[config.mk]
export PLATFORM = sky130hd
export DESIGN_NAME = block_min_max_mean_deviation
export DESIGN_NICKNAME = d
export VERILOG_FILES = /design/src/bmmmd_pkg.sv /design/src/bmmmd_div.sv /design/src/block_min_max_mean_deviation.sv
export SDC_FILE = /design/constraint.sdc
export NUM_CORES = 2
export LEC_CHECK = 0
export ABC_CLOCK_PERIOD_IN_PS = 18080
export BUFFER_PORTS_ARGS = -buffer_cell sky130_fd_sc_hd__buf_2
export CORE_MARGIN = 2
export CORE_UTILIZATION = 42
export CTS_BUF_LIST = sky130_fd_sc_hd__clkbuf_8
export DETAILED_ROUTE_END_ITERATION = 8
export GPL_ROUTABILITY_DRIVEN = 0
export SLEW_MARGIN = 25
export SYNTH_ARGS = -nofsm -noshare
export SYNTH_HDL_FRONTEND = slang
export SYNTH_SLANG_ARGS = --single-unit
[constraint.sdc]
create_clock -name clk -period 18.08 [get_ports clk]
set_clock_uncertainty 0.1 [all_clocks]
set_input_delay 3.616 -clock clk [delete_from_list [all_inputs] [get_ports clk]]
set_output_delay 3.616 -clock clk [all_outputs]
set_load 0.02 [all_outputs]
[src/bmmmd_pkg.sv]
`default_nettype none
// ---------------------------------------------------------------------------
// bmmmd_pkg
// shared item types and sizing constants for the block statistics unit
// ---------------------------------------------------------------------------
package bmmmd_pkg;

  // sample store depth and the widths that follow from it
  localparam int DEPTH      = 64;
  localparam int ADDR_W     = $clog2(DEPTH);
  localparam int CNT_W      = $clog2(DEPTH + 1);

  // fixed field widths
  localparam int SAMPLE_W   = 16;
  localparam int SUM_W      = 22;
  localparam int DIV_CNT_W  = $clog2(SUM_W + 1);

  // one input item
  typedef struct packed {
    logic signed [SAMPLE_W-1:0] sample;
    logic                       last_sample;
  } in_item_t;

  // one result item
  typedef struct packed {
    logic signed [SUM_W-1:0]    total;
    logic signed [SAMPLE_W-1:0] mean;
    logic signed [SAMPLE_W-1:0] smallest;
    logic signed [SAMPLE_W-1:0] largest;
    logic        [SAMPLE_W-1:0] min_deviation;
    logic        [SAMPLE_W-1:0] max_deviation;
    logic                       overflowed;
  } out_item_t;

endpackage : bmmmd_pkg
`default_nettype wire

[src/bmmmd_div.sv]
`default_nettype none
// ---------------------------------------------------------------------------
// bmmmd_div
// serial restoring divider, one quotient bit per cycle, unsigned operands
// ---------------------------------------------------------------------------
module bmmmd_div
  import bmmmd_pkg::*;
(
  input  wire logic             clk,
  input  wire logic             rst_n,
  input  wire logic             start,
  input  wire logic [SUM_W-1:0] dividend,
  input  wire logic [CNT_W-1:0] divisor,
  output logic                  busy,
  output logic      [SUM_W-1:0] quotient
);

  logic                 busy_r;
  logic [DIV_CNT_W-1:0] cnt_r;
  logic [CNT_W:0]       rem_r;
  logic [CNT_W:0]       rem_sh;
  logic [CNT_W:0]       rem_nxt;
  logic [SUM_W-1:0]     quo_r;
  logic [SUM_W-1:0]     quo_nxt;
  logic [CNT_W-1:0]     dsr_r;
  logic                 fits;

  // shift in the next dividend bit and try a subtract
  always_comb begin
    rem_sh  = {rem_r[CNT_W-1:0], quo_r[SUM_W-1]};
    fits    = rem_sh >= {1'b0, dsr_r};
    rem_nxt = fits ? (rem_sh - {1'b0, dsr_r}) : rem_sh;
    quo_nxt = {quo_r[SUM_W-2:0], fits};
  end

  // iteration control
  always_ff @(posedge clk) begin
    if (!rst_n) begin
      busy_r <= 1'b0;
      cnt_r  <= '0;
    end else if (start) begin
      busy_r <= 1'b1;
      cnt_r  <= DIV_CNT_W'(SUM_W);
    end else if (busy_r) begin
      cnt_r <= cnt_r - DIV_CNT_W'(1);
      if (cnt_r == DIV_CNT_W'(1)) begin
        busy_r <= 1'b0;
      end
    end
  end

  // remainder and quotient shift register
  always_ff @(posedge clk) begin
    if (start) begin
      rem_r <= '0;
      quo_r <= dividend;
      dsr_r <= divisor;
    end else if (busy_r) begin
      rem_r <= rem_nxt;
      quo_r <= quo_nxt;
    end
  end

  assign busy     = busy_r;
  assign quotient = quo_r;

endmodule : bmmmd_div
`default_nettype wire

[src/block_min_max_mean_deviation.sv]
`default_nettype none
// ---------------------------------------------------------------------------
// block_min_max_mean_deviation
// block statistics: sum, mean, min, max and min/max absolute deviation
// ---------------------------------------------------------------------------
// usage
//   in_valid/in_stall carry one signed Q8.8 sample per item, last_sample
//   marks the end of a block. up to DEPTH samples are kept; later ones are
//   dropped and set the overflow flag of the result.
//   samples are taken one per cycle while the block is loading.
//   after the last sample the sequencer runs its steps in order: it starts
//   the divider, waits on the serial divider for the mean, latches the
//   mean, scans the kept samples out of the single read port of the store
//   and emits the result; in_stall is high meanwhile.
//   the result sits in an output register; a new block loads while it
//   waits, and the sequencer holds in its emit step only if the next
//   result is ready while out_stall still holds the previous one.
//   reset clears the counters and flags and returns to loading; the
//   sample store has no reset.
// ---------------------------------------------------------------------------
module block_min_max_mean_deviation
  import bmmmd_pkg::*;
(
  input  wire logic      clk,
  input  wire logic      rst_n,
  input  wire logic      in_valid,
  output logic           in_stall,
  input  wire in_item_t  in_data,
  output logic           out_valid,
  input  wire logic      out_stall,
  output out_item_t      out_data
);

  // sequencer steps
  typedef enum logic [2:0] {
    ST_LOAD,
    ST_DIV_GO,
    ST_DIV_WAIT,
    ST_MEAN,
    ST_SCAN,
    ST_EMIT
  } step_t;

  // jump conditions
  typedef enum logic [2:0] {
    CND_NONE,
    CND_NO_LAST,
    CND_DIV_BUSY,
    CND_SCAN_MORE,
    CND_OUT_BLOCKED
  } cond_t;

  typedef struct packed {
    logic  in_open;
    logic  div_start;
    logic  mean_load;
    logic  scan;
    logic  emit;
    cond_t cond;
    step_t target;
  } ctrl_word_t;

  // microprogram: jump to target when cond holds, else fall through
  function automatic ctrl_word_t ucode(input step_t step);
    ctrl_word_t cw;
    cw = '{in_open: 1'b0, div_start: 1'b0, mean_load: 1'b0, scan: 1'b0,
           emit: 1'b0, cond: CND_NONE, target: ST_LOAD};
    case (step)
      ST_LOAD: begin
        cw.in_open = 1'b1;
        cw.cond    = CND_NO_LAST;
        cw.target  = ST_LOAD;
      end
      ST_DIV_GO: begin
        cw.div_start = 1'b1;
      end
      ST_DIV_WAIT: begin
        cw.cond   = CND_DIV_BUSY;
        cw.target = ST_DIV_WAIT;
      end
      ST_MEAN: begin
        cw.mean_load = 1'b1;
      end
      ST_SCAN: begin
        cw.scan   = 1'b1;
        cw.cond   = CND_SCAN_MORE;
        cw.target = ST_SCAN;
      end
      ST_EMIT: begin
        cw.emit   = 1'b1;
        cw.cond   = CND_OUT_BLOCKED;
        cw.target = ST_EMIT;
      end
      default: begin
        cw.target = ST_LOAD;
        cw.cond   = CND_NONE;
      end
    endcase
    return cw;
  endfunction

  step_t      pc_r, pc_nxt;
  ctrl_word_t cw;
  logic       cond_true;

  logic                       in_accept;
  logic                       keep;
  logic                       out_blocked;
  logic                       emit_fire;
  logic                       out_valid_r;
  out_item_t                  out_data_r;

  logic [CNT_W-1:0]           count_r;
  logic signed [SUM_W-1:0]    sum_r;
  logic                       overflow_r;
  logic signed [SAMPLE_W-1:0] min_r;
  logic signed [SAMPLE_W-1:0] max_r;
  logic signed [SAMPLE_W-1:0] mean_r;
  logic [SAMPLE_W-1:0]        dmin_r;
  logic [SAMPLE_W-1:0]        dmax_r;
  logic [CNT_W-1:0]           idx_r;
  logic                       first_r;

  logic signed [SAMPLE_W-1:0] mem [DEPTH];
  logic [ADDR_W-1:0]          rd_addr;
  logic signed [SAMPLE_W-1:0] rd_data_r;

  logic                       sum_neg;
  logic [SUM_W-1:0]           sum_mag;
  logic                       div_busy;
  logic [SUM_W-1:0]           quotient;
  logic [SAMPLE_W-1:0]        quo_low;

  logic signed [SAMPLE_W:0]   diff;
  logic [SAMPLE_W:0]          diff_mag;
  logic [SAMPLE_W-1:0]        dev;

  // control word and next step
  always_comb begin
    cw        = ucode(pc_r);
    in_accept = in_valid && cw.in_open;
    case (cw.cond)
      CND_NONE:        cond_true = 1'b0;
      CND_NO_LAST:     cond_true = !(in_accept && in_data.last_sample);
      CND_DIV_BUSY:    cond_true = div_busy;
      CND_SCAN_MORE:   cond_true = idx_r != count_r;
      CND_OUT_BLOCKED: cond_true = out_blocked;
      default:         cond_true = 1'b0;
    endcase
    if (cond_true) begin
      pc_nxt = cw.target;
    end else if (pc_r == ST_EMIT) begin
      pc_nxt = ST_LOAD;
    end else begin
      pc_nxt = step_t'(pc_r + 3'd1);
    end
  end

  assign in_stall    = !cw.in_open;
  assign keep        = in_accept && (count_r < CNT_W'(DEPTH));
  assign out_blocked = out_valid_r && out_stall;
  assign emit_fire   = cw.emit && !out_blocked;

  // sequencer, counters and result valid
  always_ff @(posedge clk) begin
    if (!rst_n) begin
      pc_r        <= ST_LOAD;
      out_valid_r <= 1'b0;
      count_r     <= '0;
      sum_r       <= '0;
      overflow_r  <= 1'b0;
    end else begin
      pc_r <= pc_nxt;
      if (emit_fire) begin
        out_valid_r <= 1'b1;
      end else if (out_valid_r && !out_stall) begin
        out_valid_r <= 1'b0;
      end
      if (emit_fire) begin
        count_r    <= '0;
        sum_r      <= '0;
        overflow_r <= 1'b0;
      end else if (keep) begin
        count_r <= count_r + CNT_W'(1);
        sum_r   <= sum_r + SUM_W'(in_data.sample);
      end else if (in_accept) begin
        overflow_r <= 1'b1;
      end
    end
  end

  // running min and max, first kept sample replaces both
  always_ff @(posedge clk) begin
    if (keep) begin
      if (count_r == '0) begin
        min_r <= in_data.sample;
        max_r <= in_data.sample;
      end else begin
        if (in_data.sample < min_r) min_r <= in_data.sample;
        if (in_data.sample > max_r) max_r <= in_data.sample;
      end
    end
  end

  // sample store, one write and one registered read port
  assign rd_addr = cw.scan ? idx_r[ADDR_W-1:0] : '0;

  always_ff @(posedge clk) begin
    if (keep) begin
      mem[count_r[ADDR_W-1:0]] <= in_data.sample;
    end
    rd_data_r <= mem[rd_addr];
  end

  // mean: divide the magnitude of the sum, then restore the sign
  assign sum_neg = sum_r[SUM_W-1];
  assign sum_mag = sum_neg ? (SUM_W'(0) - sum_r) : sum_r;
  assign quo_low = quotient[SAMPLE_W-1:0];

  bmmmd_div u_div (
    .clk      (clk),
    .rst_n    (rst_n),
    .start    (cw.div_start),
    .dividend (sum_mag),
    .divisor  (count_r),
    .busy     (div_busy),
    .quotient (quotient)
  );

  // absolute deviation of the sample read last cycle
  always_comb begin
    diff     = {rd_data_r[SAMPLE_W-1], rd_data_r} - {mean_r[SAMPLE_W-1], mean_r};
    diff_mag = diff[SAMPLE_W] ? ((SAMPLE_W + 1)'(0) - diff) : diff;
    dev      = diff_mag[SAMPLE_W-1:0];
  end

  // mean latch and deviation scan
  always_ff @(posedge clk) begin
    if (cw.mean_load) begin
      mean_r  <= sum_neg ? (SAMPLE_W'(0) - quo_low) : quo_low;
      idx_r   <= CNT_W'(1);
      first_r <= 1'b1;
    end else if (cw.scan) begin
      idx_r   <= idx_r + CNT_W'(1);
      first_r <= 1'b0;
      if (first_r) begin
        dmin_r <= dev;
        dmax_r <= dev;
      end else begin
        if (dev < dmin_r) dmin_r <= dev;
        if (dev > dmax_r) dmax_r <= dev;
      end
    end
  end

  // result register
  always_ff @(posedge clk) begin
    if (emit_fire) begin
      out_data_r.total         <= sum_r;
      out_data_r.mean          <= mean_r;
      out_data_r.smallest      <= min_r;
      out_data_r.largest       <= max_r;
      out_data_r.min_deviation <= dmin_r;
      out_data_r.max_deviation <= dmax_r;
      out_data_r.overflowed    <= overflow_r;
    end
  end

  assign out_valid = out_valid_r;
  assign out_data  = out_data_r;

endmodule : block_min_max_mean_deviation
`default_nettype wire
==> run summary <==
The logs give 3 for the initial antenna violation count and 18.60 ns for the required time of the critical path. The final-stage net count was 3817. The tools report the CTS root buffer as sky130_fd_sc_hd__clkbuf_8. Final worst hold slack: 0.345 ns.

The synthesized design contains 1236 enable-type register cells. The maximum single-stage delay on the critical path is 0.71 ns, and the overflow left after global routing is 0. In the final timing run, aggregate negative setup slack is 0 ns. The fraction of the yosys area taken by sequential cells is 0.714, and the clock edge transition at the registers on the reported setup and hold paths is 0.06 ns. After detailed routing, the number of vias per cell comes to 5.71. The via count of the first global-routing pass was 31200; the number of endpoints failing setup at the final stage was 0.

Critical path class: primary input to flip-flop. 126 I/O pins were placed. The worst hold path belongs to the class flip-flop to flip-flop. The number of hold buffers added after CTS was 0; the relative area change from synthesis to final layout was 12.1%. In the routed design, unresolved DRC markers number 0.

The worst hold path begins at dmax_r[4]$_DFFE_PP_. Most instantiated flip-flop cell in the synthesis netlist: sky130_fd_sc_hd__edfxtp_1. Setup slack on the worst reg-to-reg path comes out at 12.07 ns. STA classifies the critical path startpoint as a primary input. In this run the cell area of the synthesized design comes to 54000 um^2.

The wire length per cell works out to 24.7 um. The number of violations reported at the end of detailed-routing iteration 0 is 3110. The share of synthesized flip-flops with an asynchronous set or reset is 0, and the row count is 131.

Setup repair after global routing left no endpoint under its margin. The tools report the number of H-tree branching levels as 4. TritonCTS built the clock tree. The global-route usage over all layers was 0.206. The average cell area after synthesis was 15.7 um^2.

The relative slew slack was 0.284; the maximum number of buffers from clock root to sink was 3. Count of buffers from port buffering: 125. Critical register-to-register path endpoint: dmax_r[7]$_DFFE_PP_. The count of endpoints failing hold in the final timing report is 0, and the share of layout cells above drive strength 1 is 0.172. For the count of distinct cell types in the synthesized netlist, the log shows 70. The critical path goes through buf_2, buf_4, inv_1, ha_1, nor2b_1, o21a_1, o21a_1, o21ai_0, nand2b_1, a21oi_1, o211ai_1, o21ai_0, a221oi_2, buf_4.

From bottom edge to top edge, the die measures 363 um. The tools report the sum of net half-perimeters after detailed placement as 80.0 mm. Number of cell instances on the worst register-to-register path: 21.

In this run the critical register-to-register path is launched from mean_r[0]$_DFFE_PP_. The first detailed-routing pass ran for 5 iterations. Clock tree synthesis inserted a total of 204 buffers.

Data arrives at the worst endpoint at 6.99 ns. The flow ran to the end, and the final reports show no timing, DRC or antenna violations. The detail route stage leaves a number of antenna-violating nets equal to 0.

The worst setup path is captured at a flip-flop. The later pin in the worst-skew pair is clocked with a latency of 0.93 ns. The global-route wire length before repair was 202 mm; the number of maximum-capacitance constraint violations was 0. For the final count of pins violating max slew, the log shows 0.

The top fanout value on the critical path works out to 37. Clock tree synthesis found a total of 1307 sinks. The die is 363 um wide.

The final layout contains routed wiring with a total length of 136 mm. The logs give 128000 um^2 for the floorplan core area and 131000 um^2 for the die footprint. The number of nets in the synthesized netlist is 3584. The worst-margin pin slew was 1.07 ns; the number of warnings printed during yosys synthesis was 0. Entering global routing, the biggest net connects 161 pins.

The count of state elements after synthesis is 1307. The layout has 11000 filler cells. The initial core utilization is 0.424, and the cell depth of the worst min-delay path is 0. The leakage power was 0.0203 uW.

The slowest stage of the critical path is the sky130_fd_sc_hd__a221oi_2 cell. The total setup buffers inserted after CTS came out at 0. The synthesized instance count is 3445, and the period utilization is 0.358. The highest clock frequency the design can meet is 0.155 GHz.

After clock tree synthesis, the repair step resized 0 gates. The run gives 31400 as the number of vias in the routed layout. IR analysis of the VDD net gives a maximum drop of 0.0930 mV.

The tools report the destination of the worst hold path as out_data[5]$_DFFE_PP_. The clock period minus final worst setup slack was 6.47 ns; the ratio of total power to cell area was 116 nW/um^2.
==> critical path, delay by kind of cell <==
kind	cells	cell delay (ns)
AO/OA/AOI/OAI	7	1.46
AND/OR/NAND/NOR	2	0.19
adder cells (fa/ha/maj)	1	0.21
buffers and inverters	4	1.41
==> power breakdown <==
part | internal [uW] | total, uW | switching, uW
clock | 1150 | 2330 | 1180
sequential | 3430 | 3550 | 115
combinational | 423 | 1170 | 748
==> cell usage in the layout (no fill, tap or decap), types with 54 or more instances in the layout <==
master                        n
sky130_fd_sc_hd__o21ai_0     56
sky130_fd_sc_hd__o211ai_1   264
sky130_fd_sc_hd__nor2_1     147
sky130_fd_sc_hd__a21oi_1    158
sky130_fd_sc_hd__dfxtp_1     69
sky130_fd_sc_hd__buf_2      124
sky130_fd_sc_hd__ha_1       115
sky130_fd_sc_hd__o22ai_1    131
sky130_fd_sc_hd__buf_4      117
sky130_fd_sc_hd__xnor2_1     57
sky130_fd_sc_hd__nand2_1    162
sky130_fd_sc_hd__edfxtp_1  1236
sky130_fd_sc_hd__clkbuf_8   208
sky130_fd_sc_hd__mux4_2     128
sky130_fd_sc_hd__a211oi_1    54
sky130_fd_sc_hd__or3_1      142
sky130_fd_sc_hd__inv_1      178
==> registers in the layout (all words and copies together), names as in the netlist, 16 cells and up <==
signal	cells
max_r	16
out_data	103
dmax_r	16
rd_data_r	16
mean_r	16
min_r	16
sum_r	22
u_div.quotient	22
dmin_r	16
mem	1024
==> logic make-up (layout without fill, tap and decap cells) <==
logic type      after synthesis  count (layout)  share of synthesized area
compound gates              819             819                      0.101
xor+xnor                     93              93                     0.0151
fa+ha+maj                   118             118                     0.0278
buf+inv                     330             724                     0.0257
flops                      1307            1307                      0.714
mux                         168             168                     0.0608
other cells                   0               4                          0
simple gates                610             610                     0.0564
==> cell type report <==
cell class	count	area [um^2]	share of cell area
multi-input cells	1808	14200	0.234
clock inverters	159	906	0.0150
flip-flops and latches	1307	38500	0.637
well taps	1662	2080	0.0343
repair buffers	244	1550	0.0256
diodes	4	10.0	0.000165
inverters	113	432	0.00713
clock buffers	208	2860	0.0473
==> cell usage after synthesis (all sizes together) (2+ instances only) <==
cell | number | area [um^2]
a2111oi | 3 | 45.1
nor4b | 3 | 26.3
fa | 3 | 60.1
a211oi | 56 | 420
xnor2 | 57 | 499
and3 | 6 | 37.5
or4 | 3 | 22.5
clkinv | 2 | 7.51
a21o | 35 | 263
nand2b | 20 | 125
dfxtp | 71 | 1420
nor2b | 18 | 113
nand3b | 5 | 37.5
or2 | 5 | 31.3
o21ai | 60 | 300
o2111ai | 4 | 35.0
and2 | 9 | 56.3
o31a | 2 | 17.5
clkbuf | 150 | 563
nor3b | 3 | 22.5
inv | 111 | 417
nor4 | 6 | 37.5
a31oi | 44 | 275
a21oi | 161 | 810
nand4 | 17 | 106
o22ai | 131 | 820
or3 | 143 | 895
nand2 | 165 | 619
a21boi | 9 | 67.6
nor3 | 22 | 121
o31ai | 14 | 105
nand3 | 26 | 130
xor2 | 36 | 315
o21bai | 3 | 22.5
nand4b | 2 | 17.5
mux4 | 128 | 2880
o41ai | 6 | 52.6
ha | 115 | 1440
buf | 67 | 399
edfxtp | 1236 | 37100
nor2 | 148 | 563
o21a | 15 | 113
or3b | 6 | 52.6
mux2i | 40 | 400
o211ai | 265 | 1990
==> metrics by stage <==
stage | setup WS (ns) | util | instances | total power, uW | cell area (um^2)
final | 11.61 | 0.475 | 5505 | 7050 | 60600
after global routing | 11.41 | 0.475 | 5505 | 7370 | 60600
after CTS | 11.70 | 0.475 | 5501 | 7110 | 60500
after detailed placement | 10.65 | 0.445 | 5134 | 4780 | 56800
after global placement | 10.71 | 0.445 | 5134 | 4770 | 56800
after floorplan | 8.10 | - | 3445 | 4400 | 54000
==> metal layers <==
metal / global-route usage / part of all wire
met1: 0.288 / 0.43
met2: 0.325 / 0.47
met3: 0.0380 / 0.068
met4: 0.0712 / 0.026
met5: 0 / 0.00010
==> worst max path at each step <==
stage / start / to / slack (ns) / cells past startpoint
after floorplan: out_stall / count_r[0]$_SDFFE_PP0P_ / 8.10 / 5
final: in_data[1] / max_r[10]$_DFFE_PP_ / 11.61 / 14
after global placement: in_data[1] / max_r[0]$_DFFE_PP_ / 10.71 / 14
after detailed placement: in_data[1] / max_r[3]$_DFFE_PP_ / 10.65 / 14
after CTS: in_data[1] / max_r[10]$_DFFE_PP_ / 11.70 / 14
after global routing: in_data[1] / max_r[10]$_DFFE_PP_ / 11.41 / 14
(Power assumes the default switching activity.)
